$ cat config.mk
export PLATFORM = sky130hd
export DESIGN_NAME = multi_shot_timer_table
export DESIGN_NICKNAME = d
export VERILOG_FILES = /design/src/rtl/core/mstt_pkg.sv /design/src/rtl/core/mstt_cell.sv /design/src/rtl/core/mstt_eval.sv /design/src/rtl/core/multi_shot_timer_table.sv
export VERILOG_INCLUDE_DIRS = /design/src /design/src/rtl/core
export SDC_FILE = /design/constraint.sdc
export NUM_CORES = 2
export LEC_CHECK = 0
export ABC_AREA = 1
export CAP_MARGIN = 20
export CORE_MARGIN = 2
export CORE_UTILIZATION = 56
export DETAILED_ROUTE_END_ITERATION = 10
export DONT_BUFFER_PORTS = 1
export MAX_ROUTING_LAYER = met4
export PLACE_DENSITY_LB_ADDON = 0.08
export SLEW_MARGIN = 20
export SYNTH_ARGS = -nofsm -noshare
export SYNTH_HDL_FRONTEND = slang
export SYNTH_SLANG_ARGS = --single-unit
$ cat constraint.sdc
create_clock -name aclk -period 87.8 [get_ports aclk]
set_input_delay 13.17 -clock aclk [delete_from_list [all_inputs] [get_ports aclk]]
set_output_delay 13.17 -clock aclk [all_outputs]
set_load 0.03 [all_outputs]
$ cat src/rtl/core/assert_macros.svh
// Assertion helpers for the RTL file that carries checks.
`ifndef ASSERT_MACROS_SVH
`define ASSERT_MACROS_SVH

// Same-cycle implication, disabled while reset is asserted.
`define MSTT_ASSERT_IMPL(lbl, clk, rstn, ante, cons) \
    lbl: assert property (@(posedge clk) disable iff (!rstn) (ante) |-> (cons)) \
        else $error("assertion failed: same-cycle implication");

// Next-cycle implication, disabled while reset is asserted.
`define MSTT_ASSERT_NEXT(lbl, clk, rstn, ante, cons) \
    lbl: assert property (@(posedge clk) disable iff (!rstn) (ante) |=> (cons)) \
        else $error("assertion failed: next-cycle implication");

`endif

$ cat src/rtl/core/mstt_pkg.sv
`timescale 1ns / 1ps
// ----------------------------------------------------------------------------
// mstt_pkg: shared types and constants of the multi-shot timer table
// Holds the timer record that moves through the cell ring, the evaluation
// result of one timer, and the command and result codes.
// ----------------------------------------------------------------------------
package mstt_pkg;

    localparam int SLOTS_DEF = 16;
    localparam int MAX_ACTIVE_RESET = 16;
    localparam logic [19:0] SLEEP_NONE = 20'd1000000;
    localparam logic [31:0] ID_WRAP = 32'hFFFF_FFFF;

    localparam logic [1:0] CMD_ADD = 2'd0;
    localparam logic [1:0] CMD_STOP = 2'd1;
    localparam logic [1:0] CMD_STOP_ALL = 2'd2;
    localparam logic [1:0] CMD_TICK = 2'd3;

    localparam logic [2:0] KIND_ADD_OK = 3'd0;
    localparam logic [2:0] KIND_ADD_REFUSED = 3'd1;
    localparam logic [2:0] KIND_STOP_DONE = 3'd2;
    localparam logic [2:0] KIND_CLEAR_DONE = 3'd3;
    localparam logic [2:0] KIND_EXPIRY = 3'd4;
    localparam logic [2:0] KIND_TICK_DONE = 3'd5;

    typedef struct packed {
        logic        valid;
        logic [31:0] id;
        logic [31:0] interval;
        logic [47:0] start;
        logic [15:0] fired;
        logic [15:0] total;
    } timer_t;

    typedef struct packed {
        logic        expire;
        logic        remove;
        logic [15:0] fired;
        logic [47:0] start;
        logic [48:0] left;
    } eval_t;

endpackage

$ cat src/rtl/core/mstt_cell.sv
`timescale 1ns / 1ps
// ----------------------------------------------------------------------------
// mstt_cell: one timer slot of the ring
// Holds one timer record and takes its neighbor's record when the ring moves.
// ----------------------------------------------------------------------------
module mstt_cell (
    input  logic            aclk,
    input  logic            aresetn,
    input  logic            shift_en,
    input  logic            clear_all,
    input  mstt_pkg::timer_t din,
    output mstt_pkg::timer_t dout
);

    logic             valid_reg;
    mstt_pkg::timer_t data_reg;

    always_ff @(posedge aclk) begin
        if (!aresetn) begin
            valid_reg <= 1'b0;
        end else if (clear_all) begin
            valid_reg <= 1'b0;
        end else if (shift_en) begin
            valid_reg <= din.valid;
        end
    end

    always_ff @(posedge aclk) begin
        if (shift_en) begin
            data_reg <= din;
        end
    end

    always_comb begin
        dout       = data_reg;
        dout.valid = valid_reg;
    end

endmodule

$ cat src/rtl/core/mstt_eval.sv
`timescale 1ns / 1ps
// ----------------------------------------------------------------------------
// mstt_eval: tick evaluation of the timer at the ring head
// Decides expiry, the new fire count and start time, and the time left.
// ----------------------------------------------------------------------------
module mstt_eval (
    input  mstt_pkg::timer_t tmr,
    input  logic [47:0]      now,
    output mstt_pkg::eval_t  res
);

    logic        late;
    logic [47:0] elapsed;
    logic [15:0] fired_inc;
    logic [15:0] total_eff;

    always_comb begin
        late      = now < tmr.start;
        elapsed   = now - tmr.start;
        fired_inc = tmr.fired + 16'd1;
        total_eff = (tmr.total == 16'd0) ? 16'd1 : tmr.total;
        res       = '0;
        res.fired = tmr.fired;
        res.start = tmr.start;
        if (late) begin
            res.left = 49'(tmr.interval) + 49'(tmr.start - now);
        end else if (elapsed < 48'(tmr.interval)) begin
            res.left = 49'(tmr.interval - elapsed[31:0]);
        end else begin
            res.expire = 1'b1;
            res.fired  = fired_inc;
            res.remove = fired_inc >= total_eff;
            res.start  = now;
            res.left   = 49'(tmr.interval);
        end
    end

endmodule

$ cat src/rtl/core/multi_shot_timer_table.sv
`timescale 1ns / 1ps
// An add makes a search pass round the ring and, unless refused, a write pass;
// a stop makes one pass; stop-all clears all slots at once. A tick makes a pass
// to find the lowest id, then one per active timer, each evaluating the timer
// chosen by the pass before. The ring stops while an expiry waits on m_tready.
// One request at a time: a new one is taken only after the final result is loaded.
// Reset: synchronous, active low; clears all slots, next id to one, limit 16.
// ----------------------------------------------------------------------------
// multi_shot_timer_table: table of repeating software timers
// Timers sit in a ring of cells that turns one place per cycle in a scan, held
// while an expiry waits; a single head stage searches, inserts, removes, evaluates.
// ----------------------------------------------------------------------------
`include "assert_macros.svh"

module multi_shot_timer_table #(
    parameter int SLOTS = mstt_pkg::SLOTS_DEF
) (
    input  logic         aclk,
    input  logic         aresetn,
    // Configuration: max_active, written whenever cfg_wr_en is high.
    input  logic         cfg_wr_en,
    input  logic [4:0]   cfg_wr_data,
    // Request channel.
    input  logic         s_tvalid,
    output logic         s_tready,
    // tdata: interval_ms[31:0], repeat_count[47:32], timer_id[79:48],
    // now_ms[127:80]
    input  logic [127:0] s_tdata,
    // tuser: command[1:0]
    input  logic [1:0]   s_tuser,
    // Result channel.
    output logic         m_tvalid,
    input  logic         m_tready,
    // tdata: result_id[31:0], fire_count[47:32], sleep_ms[67:48], zero[71:68]
    output logic [71:0]  m_tdata,
    // tuser: kind[2:0]
    output logic [2:0]   m_tuser,
    output logic         m_tlast
);

    localparam int PW = (SLOTS > 1) ? $clog2(SLOTS) : 1;
    localparam int UW = $clog2(SLOTS + 1);
    localparam int CW = (UW > 5) ? UW : 5;

    typedef enum logic [2:0] {
        ST_IDLE,
        ST_ADD_SCAN,
        ST_ADD_WRITE,
        ST_STOP_SCAN,
        ST_TICK_SCAN,
        ST_DONE
    } state_t;

    state_t state_reg;

    // Request fields, held for the whole request.
    logic [31:0] req_interval_reg;
    logic [15:0] req_repeat_reg;
    logic [31:0] req_id_reg;
    logic [47:0] req_now_reg;

    logic [4:0]    max_active_reg;
    logic [31:0]   next_id_reg;
    logic [PW-1:0] cnt_reg;
    logic [UW-1:0] used_reg;
    logic          match_reg;
    logic          written_reg;
    logic [31:0]   target_reg;
    logic          have_target_reg;
    logic          found_reg;
    logic [31:0]   min_reg;
    logic [19:0]   sleep_reg;
    logic [2:0]    done_kind_reg;
    logic [31:0]   done_id_reg;

    logic          m_tvalid_reg;
    logic [2:0]    m_kind_reg;
    logic [31:0]   m_id_reg;
    logic [15:0]   m_fire_reg;
    logic [19:0]   m_sleep_reg;
    logic          m_last_reg;

    // Ring of cells: cell 0 is the head, the modified head re-enters at the tail.
    mstt_pkg::timer_t ring_q [SLOTS];
    mstt_pkg::timer_t ring_d [SLOTS];
    mstt_pkg::timer_t head;
    mstt_pkg::timer_t head_next;
    mstt_pkg::eval_t  ev;

    logic          accept;
    logic          clear_all;
    logic          shift_en;
    logic          go;
    logic          out_free;
    logic          pass_end;
    logic [31:0]   nid_inc;
    logic [31:0]   cand_id;
    logic [UW-1:0] used_sum;
    logic          full;
    logic          hit;
    logic          emit_exp;
    logic          cand_ok;
    logic          found_next;
    logic [31:0]   min_next;
    logic [19:0]   sleep_next;
    logic          out_is_expiry;

    assign head = ring_q[0];

    genvar gi;
    generate
        for (gi = 0; gi < SLOTS; gi++) begin : g_cell
            if (gi == SLOTS - 1) begin : g_tail
                assign ring_d[gi] = head_next;
            end else begin : g_mid
                assign ring_d[gi] = ring_q[gi + 1];
            end
            mstt_cell u_cell (
                .aclk      (aclk),
                .aresetn   (aresetn),
                .shift_en  (shift_en),
                .clear_all (clear_all),
                .din       (ring_d[gi]),
                .dout      (ring_q[gi])
            );
        end
    endgenerate

    mstt_eval u_eval (
        .tmr (head),
        .now (req_now_reg),
        .res (ev)
    );

    assign s_tready = (state_reg == ST_IDLE);
    assign accept   = s_tvalid && s_tready;
    assign clear_all = accept && (s_tuser == mstt_pkg::CMD_STOP_ALL);
    assign out_free = !m_tvalid_reg || m_tready;
    assign pass_end = (cnt_reg == PW'(SLOTS - 1));

    assign nid_inc = next_id_reg + 32'd1;
    assign cand_id = (nid_inc == mstt_pkg::ID_WRAP) ? 32'd1 : nid_inc;
    assign used_sum = used_reg + UW'(head.valid);
    assign full = (CW'(used_sum) >= CW'(max_active_reg)) || (32'(used_sum) >= 32'(SLOTS));

    // The head timer is evaluated when it is the one chosen by the previous pass.
    assign hit = (state_reg == ST_TICK_SCAN) && head.valid && have_target_reg
                 && (head.id == target_reg);
    assign emit_exp = hit && ev.expire;
    // The ring stops while an expiry waits for room in the output register.
    assign go = !(emit_exp && !out_free);
    assign shift_en = go && (state_reg == ST_ADD_SCAN || state_reg == ST_ADD_WRITE
                             || state_reg == ST_STOP_SCAN || state_reg == ST_TICK_SCAN);

    // Search for the smallest id above the current target.
    assign cand_ok = head.valid && (!have_target_reg || head.id > target_reg);
    assign found_next = found_reg || cand_ok;
    assign min_next = (cand_ok && (!found_reg || head.id < min_reg)) ? head.id : min_reg;

    always_comb begin
        sleep_next = sleep_reg;
        if (hit && !(ev.expire && ev.remove) && ev.left != 49'd0
            && ev.left < 49'(sleep_reg)) begin
            sleep_next = ev.left[19:0];
        end
    end

    always_comb begin
        head_next = head;
        case (state_reg)
            ST_ADD_WRITE: begin
                if (!head.valid && !written_reg) begin
                    head_next.valid    = 1'b1;
                    head_next.id       = next_id_reg;
                    head_next.interval = req_interval_reg;
                    head_next.start    = req_now_reg;
                    head_next.fired    = 16'd0;
                    head_next.total    = req_repeat_reg;
                end
            end
            ST_STOP_SCAN: begin
                if (head.valid && head.id == req_id_reg) begin
                    head_next.valid = 1'b0;
                end
            end
            ST_TICK_SCAN: begin
                if (hit) begin
                    head_next.start = ev.start;
                    head_next.fired = ev.fired;
                    head_next.valid = !(ev.expire && ev.remove);
                end
            end
            default: begin
                head_next = head;
            end
        endcase
    end

    always_ff @(posedge aclk) begin
        if (!aresetn) begin
            state_reg       <= ST_IDLE;
            max_active_reg  <= 5'(mstt_pkg::MAX_ACTIVE_RESET);
            next_id_reg     <= 32'd1;
            m_tvalid_reg    <= 1'b0;
            cnt_reg         <= '0;
            used_reg        <= '0;
            match_reg       <= 1'b0;
            written_reg     <= 1'b0;
            have_target_reg <= 1'b0;
            found_reg       <= 1'b0;
        end else begin
            if (cfg_wr_en) begin
                max_active_reg <= cfg_wr_data;
            end
            if (m_tvalid_reg && m_tready) begin
                m_tvalid_reg <= 1'b0;
            end
            if (shift_en) begin
                cnt_reg <= pass_end ? '0 : cnt_reg + PW'(1);
            end
            unique case (state_reg)
                ST_IDLE: begin
                    if (accept) begin
                        req_interval_reg <= s_tdata[31:0];
                        req_repeat_reg   <= s_tdata[47:32];
                        req_id_reg       <= s_tdata[79:48];
                        req_now_reg      <= s_tdata[127:80];
                        cnt_reg          <= '0;
                        used_reg         <= '0;
                        match_reg        <= 1'b0;
                        written_reg      <= 1'b0;
                        have_target_reg  <= 1'b0;
                        found_reg        <= 1'b0;
                        sleep_reg        <= mstt_pkg::SLEEP_NONE;
                        done_id_reg      <= 32'd0;
                        unique case (s_tuser)
                            mstt_pkg::CMD_ADD:  state_reg <= ST_ADD_SCAN;
                            mstt_pkg::CMD_STOP: state_reg <= ST_STOP_SCAN;
                            mstt_pkg::CMD_TICK: state_reg <= ST_TICK_SCAN;
                            default: begin
                                done_kind_reg <= mstt_pkg::KIND_CLEAR_DONE;
                                state_reg     <= ST_DONE;
                            end
                        endcase
                    end
                end
                ST_ADD_SCAN: begin
                    used_reg  <= used_sum;
                    match_reg <= match_reg || (head.valid && head.id == cand_id);
                    if (pass_end) begin
                        state_reg     <= ST_DONE;
                        done_kind_reg <= mstt_pkg::KIND_ADD_REFUSED;
                        if (!full) begin
                            next_id_reg <= cand_id;
                            if (!(match_reg || (head.valid && head.id == cand_id))) begin
                                state_reg <= ST_ADD_WRITE;
                            end
                        end
                    end
                end
                ST_ADD_WRITE: begin
                    if (!head.valid) begin
                        written_reg <= 1'b1;
                    end
                    if (pass_end) begin
                        done_kind_reg <= mstt_pkg::KIND_ADD_OK;
                        done_id_reg   <= next_id_reg;
                        state_reg     <= ST_DONE;
                    end
                end
                ST_STOP_SCAN: begin
                    if (pass_end) begin
                        done_kind_reg <= mstt_pkg::KIND_STOP_DONE;
                        state_reg     <= ST_DONE;
                    end
                end
                ST_TICK_SCAN: begin
                    if (go) begin
                        sleep_reg <= sleep_next;
                        found_reg <= found_next;
                        min_reg   <= min_next;
                        if (emit_exp) begin
                            m_tvalid_reg <= 1'b1;
                            m_kind_reg   <= mstt_pkg::KIND_EXPIRY;
                            m_id_reg     <= head.id;
                            m_fire_reg   <= ev.fired;
                            m_sleep_reg  <= 20'd0;
                            m_last_reg   <= 1'b0;
                        end
                        if (pass_end) begin
                            found_reg <= 1'b0;
                            if (found_next) begin
                                target_reg      <= min_next;
                                have_target_reg <= 1'b1;
                            end else begin
                                done_kind_reg <= mstt_pkg::KIND_TICK_DONE;
                                state_reg     <= ST_DONE;
                            end
                        end
                    end
                end
                ST_DONE: begin
                    if (out_free) begin
                        m_tvalid_reg <= 1'b1;
                        m_kind_reg   <= done_kind_reg;
                        m_id_reg     <= done_id_reg;
                        m_fire_reg   <= 16'd0;
                        m_sleep_reg  <= (done_kind_reg == mstt_pkg::KIND_TICK_DONE)
                                        ? sleep_reg : 20'd0;
                        m_last_reg   <= 1'b1;
                        state_reg    <= ST_IDLE;
                    end
                end
                default: begin
                    state_reg <= ST_IDLE;
                end
            endcase
        end
    end

    assign m_tvalid = m_tvalid_reg;
    assign m_tuser  = m_kind_reg;
    assign m_tlast  = m_last_reg;
    assign m_tdata  = {4'd0, m_sleep_reg, m_fire_reg, m_id_reg};

    assign out_is_expiry = m_tvalid && (m_tuser == mstt_pkg::KIND_EXPIRY);

    // An accepted request always leaves the block busy in the cycle after it.
    `MSTT_ASSERT_NEXT(a_busy_after_accept, aclk, aresetn, accept, !s_tready)
    // Expiry results are never the final result of a request.
    `MSTT_ASSERT_IMPL(a_expiry_not_last, aclk, aresetn, out_is_expiry, !m_tlast)
    // A stalled expiry freezes the ring position.
    `MSTT_ASSERT_NEXT(a_stall_holds_ring, aclk, aresetn, emit_exp && !out_free, $stable(cnt_reg))

endmodule

# [Yosys cells after proc, flatten, opt, wreduce, memory -nomap -nowiden]
# Index checks and enable logic that the tools add are counted.
[word_totals] regBits=2693 input_bits=140 out_inout_bits=78 word_cells=309
[op_classes] add_sub_neg=8 magnitude_cmp=8 n_eq_ne=28 n_mux=82 bitwise_logic=3 n_reduce_logical=60
[ops] operator="two-way mux 32 bit" n=7
[ops] operator="two-way mux 145 bit" n=1
[ops] operator="two-way mux 20 bit" n=7
[ops] operator="two-way mux 66 bit" n=2
[ops] operator="two-way mux 64 bit" n=2
[ops] operator="case mux 32 bit (2 select lines)" n=2
[ops] operator="case mux 64 bit (2 select lines)" n=1
[ops] operator="two-way mux 49 bit" n=2
[ops] operator="equality test 32 bit" n=3
[ops] operator="two-way mux 16 bit" n=5
[ops] operator="case mux 20 bit (2 select lines)" n=2
[ops] operator="two-way mux 3 bit" n=17
[ops] operator="adder 32 x 49 -> 49 bit" n=1
[ops] operator="less-than comparator 49 x 20 -> 1 bit" n=1
[ops] operator="nonzero test 49 bit" n=1
[ops] operator="subtractor 48 x 48 -> 49 bit" n=1
[ops] operator="less-than comparator 48 x 32 -> 1 bit" n=1
[ops] operator="less-than comparator 48 bit" n=1
[ops] operator="subtractor 48 bit" n=1
[ops] operator="subtractor 32 x 32 -> 33 bit" n=1
[ops] operator="adder 32 x 1 -> 32 bit, second input constant" n=1
[ops] operator="equality test 32 bit, second input constant" n=1
[ops] operator="greater-than comparator 32 bit" n=1
[ops] operator="less-than comparator 32 bit" n=1
[ops] operator="41 further kinds" n=126

# [Depth between registers and ports, before layout]
[depth] ltp_word=13 mapped_depth=41 depth_no_buf=40

# [Modules after synthesis]
# Synthesis repeated with hierarchy kept, for this count alone.
[hier_totals] hier_cells=7201 hier_area_um2=103434.2
[by_module_without_submodules] mod="mstt_cell" n_inst=16 cells_each=152 area_per_inst_um2=4379.2 seq_area_each_um2=4344.2
[by_module_without_submodules] mod="multi_shot_timer_table" n_inst=1 cells_each=2239 area_per_inst_um2=19934.1 seq_area_each_um2=10660.2
[by_module_without_submodules] mod="mstt_eval" n_inst=1 cells_each=2530 area_per_inst_um2=13432.9 seq_area_each_um2=0.0

# [Least setup slack after synthesis]
# OpenSTA, ideal clock, no wires.
[synth_path] path_type="input-to-reg" from="input m_tready" to="register cnt_reg[0]" setup_ns=1.312 arrival_time_ns=40.023 t_required_ns=86.488 path_slack_ns=46.465 path_stages=6 path_buffers=1 cell_sequence="nor2_1 nand2_1 nand2_1 inv_1 buf_2 a211oi_1"
[synth_between] elab_chain_len=8
[synth_rtl] item="start, declared" line="multi_shot_timer_table.sv:33" rtl="input logic m_tready,"
[synth_rtl] item="logical OR 1 bit (*)" line="multi_shot_timer_table.sv:138" rtl="assign out_free = !m_tvalid_reg || m_tready;"
[synth_rtl] item="zero test 1 bit (*)" line="multi_shot_timer_table.sv:151" rtl="assign go = !(emit_exp && !out_free);"
[synth_rtl] item="logical AND 1 bit (*)" line="multi_shot_timer_table.sv:151"
[synth_rtl] item="zero test 1 bit (*)" line="multi_shot_timer_table.sv:151"
[synth_rtl] item="logical AND 1 bit (*)" line="multi_shot_timer_table.sv:152" rtl="assign shift_en = go && (state_reg == ST_ADD_SCAN || state_reg == ST_ADD_WRITE"
[synth_rtl] item="net g_cell[0].u_cell.shift_en" line="mstt_cell.sv:9" rtl="input logic shift_en,"
[synth_rtl] item="two-way mux 4 bit (*)" line="multi_shot_timer_table.sv:218" rtl="if (shift_en) begin"
[synth_rtl] item="two-way mux 4 bit" line="multi_shot_timer_table.sv:223" rtl="if (accept) begin"
[synth_rtl] item="two-way mux 4 bit (*)" line="multi_shot_timer_table.sv:221" rtl="unique case (state_reg)"
[synth_rtl] item="end signal, assigned" line="multi_shot_timer_table.sv:219" rtl="cnt_reg <= pass_end ? '0 : cnt_reg + PW'(1);"
[synth_rtl] item="end, declared" line="multi_shot_timer_table.sv:64" rtl="logic [PW-1:0] cnt_reg;"
# The timed path passes the listed nets; every way through them passes the cells marked *.
# A chain may end at the register's enable or synchronous reset.

# [Final worst setup path]
[layout_path] from="input m_tready" to="register g_cell[12].u_cell.data_reg (netlist bit g_cell[12].u_cell.dout[42]), enable pin"
[layout_between] elab_chain_len=5
[layout_rtl] item="logical OR 1 bit" line="multi_shot_timer_table.sv:138"
[layout_rtl] item="zero test 1 bit" line="multi_shot_timer_table.sv:151"
[layout_rtl] item="logical AND 1 bit" line="multi_shot_timer_table.sv:151"
[layout_rtl] item="zero test 1 bit" line="multi_shot_timer_table.sv:151"
[layout_rtl] item="logical AND 1 bit" line="multi_shot_timer_table.sv:152"
[layout_rtl] item="end signal, assigned" line="mstt_cell.sv:30" rtl="data_reg <= din;"
[layout_rtl] item="end, declared" line="mstt_cell.sv:16" rtl="mstt_pkg::timer_t data_reg;"
# No other way between the ends.

==> impl_metrics.env <==
export IMPL_cts_tree="done"
export IMPL_cts_repair_timing_setup_buffer_count=0
export IMPL_result_of_the_run="finished clean"
export IMPL_floorplan_initialDensity_pct=56.2
export IMPL_timing_rr_end="g_cell[12].u_cell.dout[42]"
export IMPL_seq_area_frac_synth_pct=78.0
export IMPL_largest_cells_by_area_after_synthesis="edfxtp_1, nand2_1, ha_1"
export IMPL_mappedNetlistArea_mm2=0.103
export IMPL_coreArea_mm2=0.183
export IMPL_core_rowCount=157
export IMPL_final_period_utilization_pct=20.7
export IMPL_area_growth_syn_to_layout_pct=11.3
export IMPL_post_synth_mux_area_share_pct=0
export IMPL_finalWeightedCongestion=0.975
export IMPL_worstPathMaxFanout=199
export IMPL_postSynthAreaPerCell_um2=14.6
export IMPL_synth_edff_count=2623
export IMPL_antenna_violating_nets_post_route=0
export IMPL_ctsRootBufferMaster="clkbuf_16"
export IMPL_critPathTopFamily="buffers and inverters"
export IMPL_regToRegStartpoint="req_now_reg[0]"
export IMPL_synth_largest_area_cell="edfxtp_1"
export IMPL_total_number_of_cells_along_the_worst_setup_path=8
export IMPL_clockBufferDepth=4
export IMPL_synth_top_family_by_area="simple AND/OR/NAND/NOR gates"
export IMPL_synth_warnings=0
export IMPL_post_route_drc_count=0
export IMPL_max_cap_viol_count=0
export IMPL_timing_critical_path_to_type="flip-flop"
export IMPL_clock_latency_ns=0.94
export IMPL_finalHoldViolCount=0
export IMPL_rsz0062_at_grt="false"
export IMPL_max_clock_freq_mhz=54.9
export IMPL_cts_repair_resized=0
export IMPL_fillCellCount=13564
export IMPL_yosysMostFrequentCell="edfxtp_1"
export IMPL_numPortBuffers=0
export IMPL_number_of_standard_cells_after_synthesis=7039
export IMPL_grt_pass1_wl_mm=319
export IMPL_die_height_um=432
export IMPL_cp_arrival_ns=18.69
export IMPL_area_enclosed_by_the_die_boundary_mm2=0.187
export IMPL_post_route_min_period_ns=18.21
export IMPL_tritoncts_num_sinks=2693
export IMPL_largest_reg_flops=2304
export IMPL_multiInputGateArea_mm2=0.0189
export IMPL_synth_top_cell_area_share_pct=76.7
export IMPL_clock_buffers_created_by_tritoncts=281
export IMPL_drt_total_wl_mm=217
export IMPL_yosys_area_share_xor_xnor_pct=1.11
export IMPL_final_seq_area_mm2=0.0802
export IMPL_crit_path_end="g_cell[12].u_cell.dout[42]"
export IMPL_reg2reg_slack_ns=75.88
export IMPL_synth_ff_latch_count=2693
export IMPL_worst_r2r_cell_count=33
export IMPL_critical_path_start_end_classification="input pin to flip-flop"
export IMPL_netlist_top_cells_count="edfxtp_1, nand2_1, inv_1"
export IMPL_worstHoldPathType="flip-flop to flip-flop"
export IMPL_final_nets=7761
export IMPL_ioPinCount=218
export IMPL_cp_required_ns=88.28
export IMPL_drive_above_1_share_pct=6.56
export IMPL_grt_antenna_before_repair=20
export IMPL_route_vias_total=53092
export IMPL_cp_slowest_stage_delay_ns=0.95
export IMPL_synth_compound_gate_area_share_pct=4.66
export IMPL_synth_lib_cells_used_distinct=55
export IMPL_pin_count_of_the_biggest_net_entering_global_routing=218
export IMPL_report_final_setup_viol=0
export IMPL_crit_slowest_cell="buf_4"
export IMPL_grt_pass1_vias=50859
export IMPL_ys_dominant_reg_cell="edfxtp_1"
export IMPL_cts_hold_fix_buffers=0
export IMPL_first_pass_iters=5
export IMPL_relSlewSlack_pct=22.0
export IMPL_die_w_um=432
export IMPL_timing_final_max_slew_violations=0
export IMPL_vias_per_cell=5.38
export IMPL_hold_path_startpoint="g_cell[7].u_cell.dout[93]"
export IMPL_synth_async_reset_ratio_pct=0
export IMPL_congestion_overflow_gr=0
export IMPL_path_buf_inv=5
export IMPL_worstSetupStartpoint="m_tready"
export IMPL_critical_path_cell_sequence="nor2_1 > nand2_1 > nand2_1 > inv_8 > buf_12 > buf_12 > buf_4 > buf_4"
export IMPL_detailedRoute_firstIterationViolations=4985
export IMPL_clk_transition_reported_paths_ns=0.06
export IMPL_hpwl_mm=149
export IMPL_synth_simple_area_share_pct=8.00
export IMPL_cp_start_kind="input pin"
export IMPL_final_setup_tns_ns=0
export IMPL_average_wire_per_cell_in_the_routed_design_um=22.0
export IMPL_track_usage_pct=23.9
export IMPL_timing_worst_slew_pin_value_ns=1.17
export IMPL_clock_tree_htree_level_count=5
export IMPL_finalClockSkew_ns=0.0893
export IMPL_synth_adder_area_share_pct=4.52
==> cell usage in the layout (no fill, tap or decap), types with 34 or more instances in the layout <==
cell       count
clkinv_2      36
nand3_1      192
ha_1         317
nand4_1       48
buf_4         44
clkbuf_1      62
o21ai_0      335
a21oi_1      331
edfxtp_1    2623
xnor2_1       45
inv_1        871
clkinv_1      50
nor2_1       490
xor2_1        85
fa_1          34
dfxtp_1       70
clkbuf_16    286
o221ai_1      51
nand2_1     1166
==> cell type report <==
| cell class | count | area share [%] |
|---|---|---|
| antenna | 11 | 0.0241 |
| clock buffer | 350 | 6.48 |
| clock inverter | 127 | 0.933 |
| inverter | 882 | 2.90 |
| multi-input combinational | 3358 | 16.5 |
| sequential | 2693 | 70.1 |
| tap | 2385 | 2.61 |
| timing repair buffer | 54 | 0.454 |
==> worst min-delay path by stage <==
| stage | endpoint | slack [ns] | depth (start not counted) |
|---|---|---|---|
| floorplan | g_cell[0].u_cell.dout[0] | 0.40 | 0 |
| global placement | g_cell[8].u_cell.dout[113] | 0.40 | 0 |
| detailed placement | g_cell[0].u_cell.dout[134] | 0.40 | 0 |
| CTS | g_cell[6].u_cell.dout[93] | 0.34 | 0 |
| global route | g_cell[6].u_cell.dout[93] | 0.36 | 0 |
| finish | g_cell[6].u_cell.dout[93] | 0.35 | 0 |
==> metrics by stage <==
step	instances	hold WS [ns]	cell area [um^2]	worst slack [ns]	util, %
6_report	9860	0.346	114000	69.59	62.6
3_5_place_dp	9369	0.405	106000	68.53	57.9
2_1_floorplan	7042	0.400	103000	46.46	-
3_3_place_gp	9369	0.400	106000	68.68	57.9
5_1_grt	9858	0.357	114000	69.20	62.6
4_1_cts	9846	0.339	114000	69.51	62.6
==> per-layer routing <==
layer  GRT usage, %  up-vias  routed length, um
met5              -        -                  0
met4           8.96        0               7880
met3           3.36      397              10100
met2           35.6     1386              99900
met1           34.0    26027              99200
li1               -    25282                  -
==> kinds of logic after synthesis <==
family                     after synthesis
DFF                                   2693
other                                    1
adders and majority gates              351
AOI/OAI and AO/OA                      858
buffers and inverters                  991
xor gates and xnor gates               130
and+or+nand+nor                       2015
Power is not shown: default switching activity piles up to over one toggle a cycle in this logic, so the estimate is an artifact.
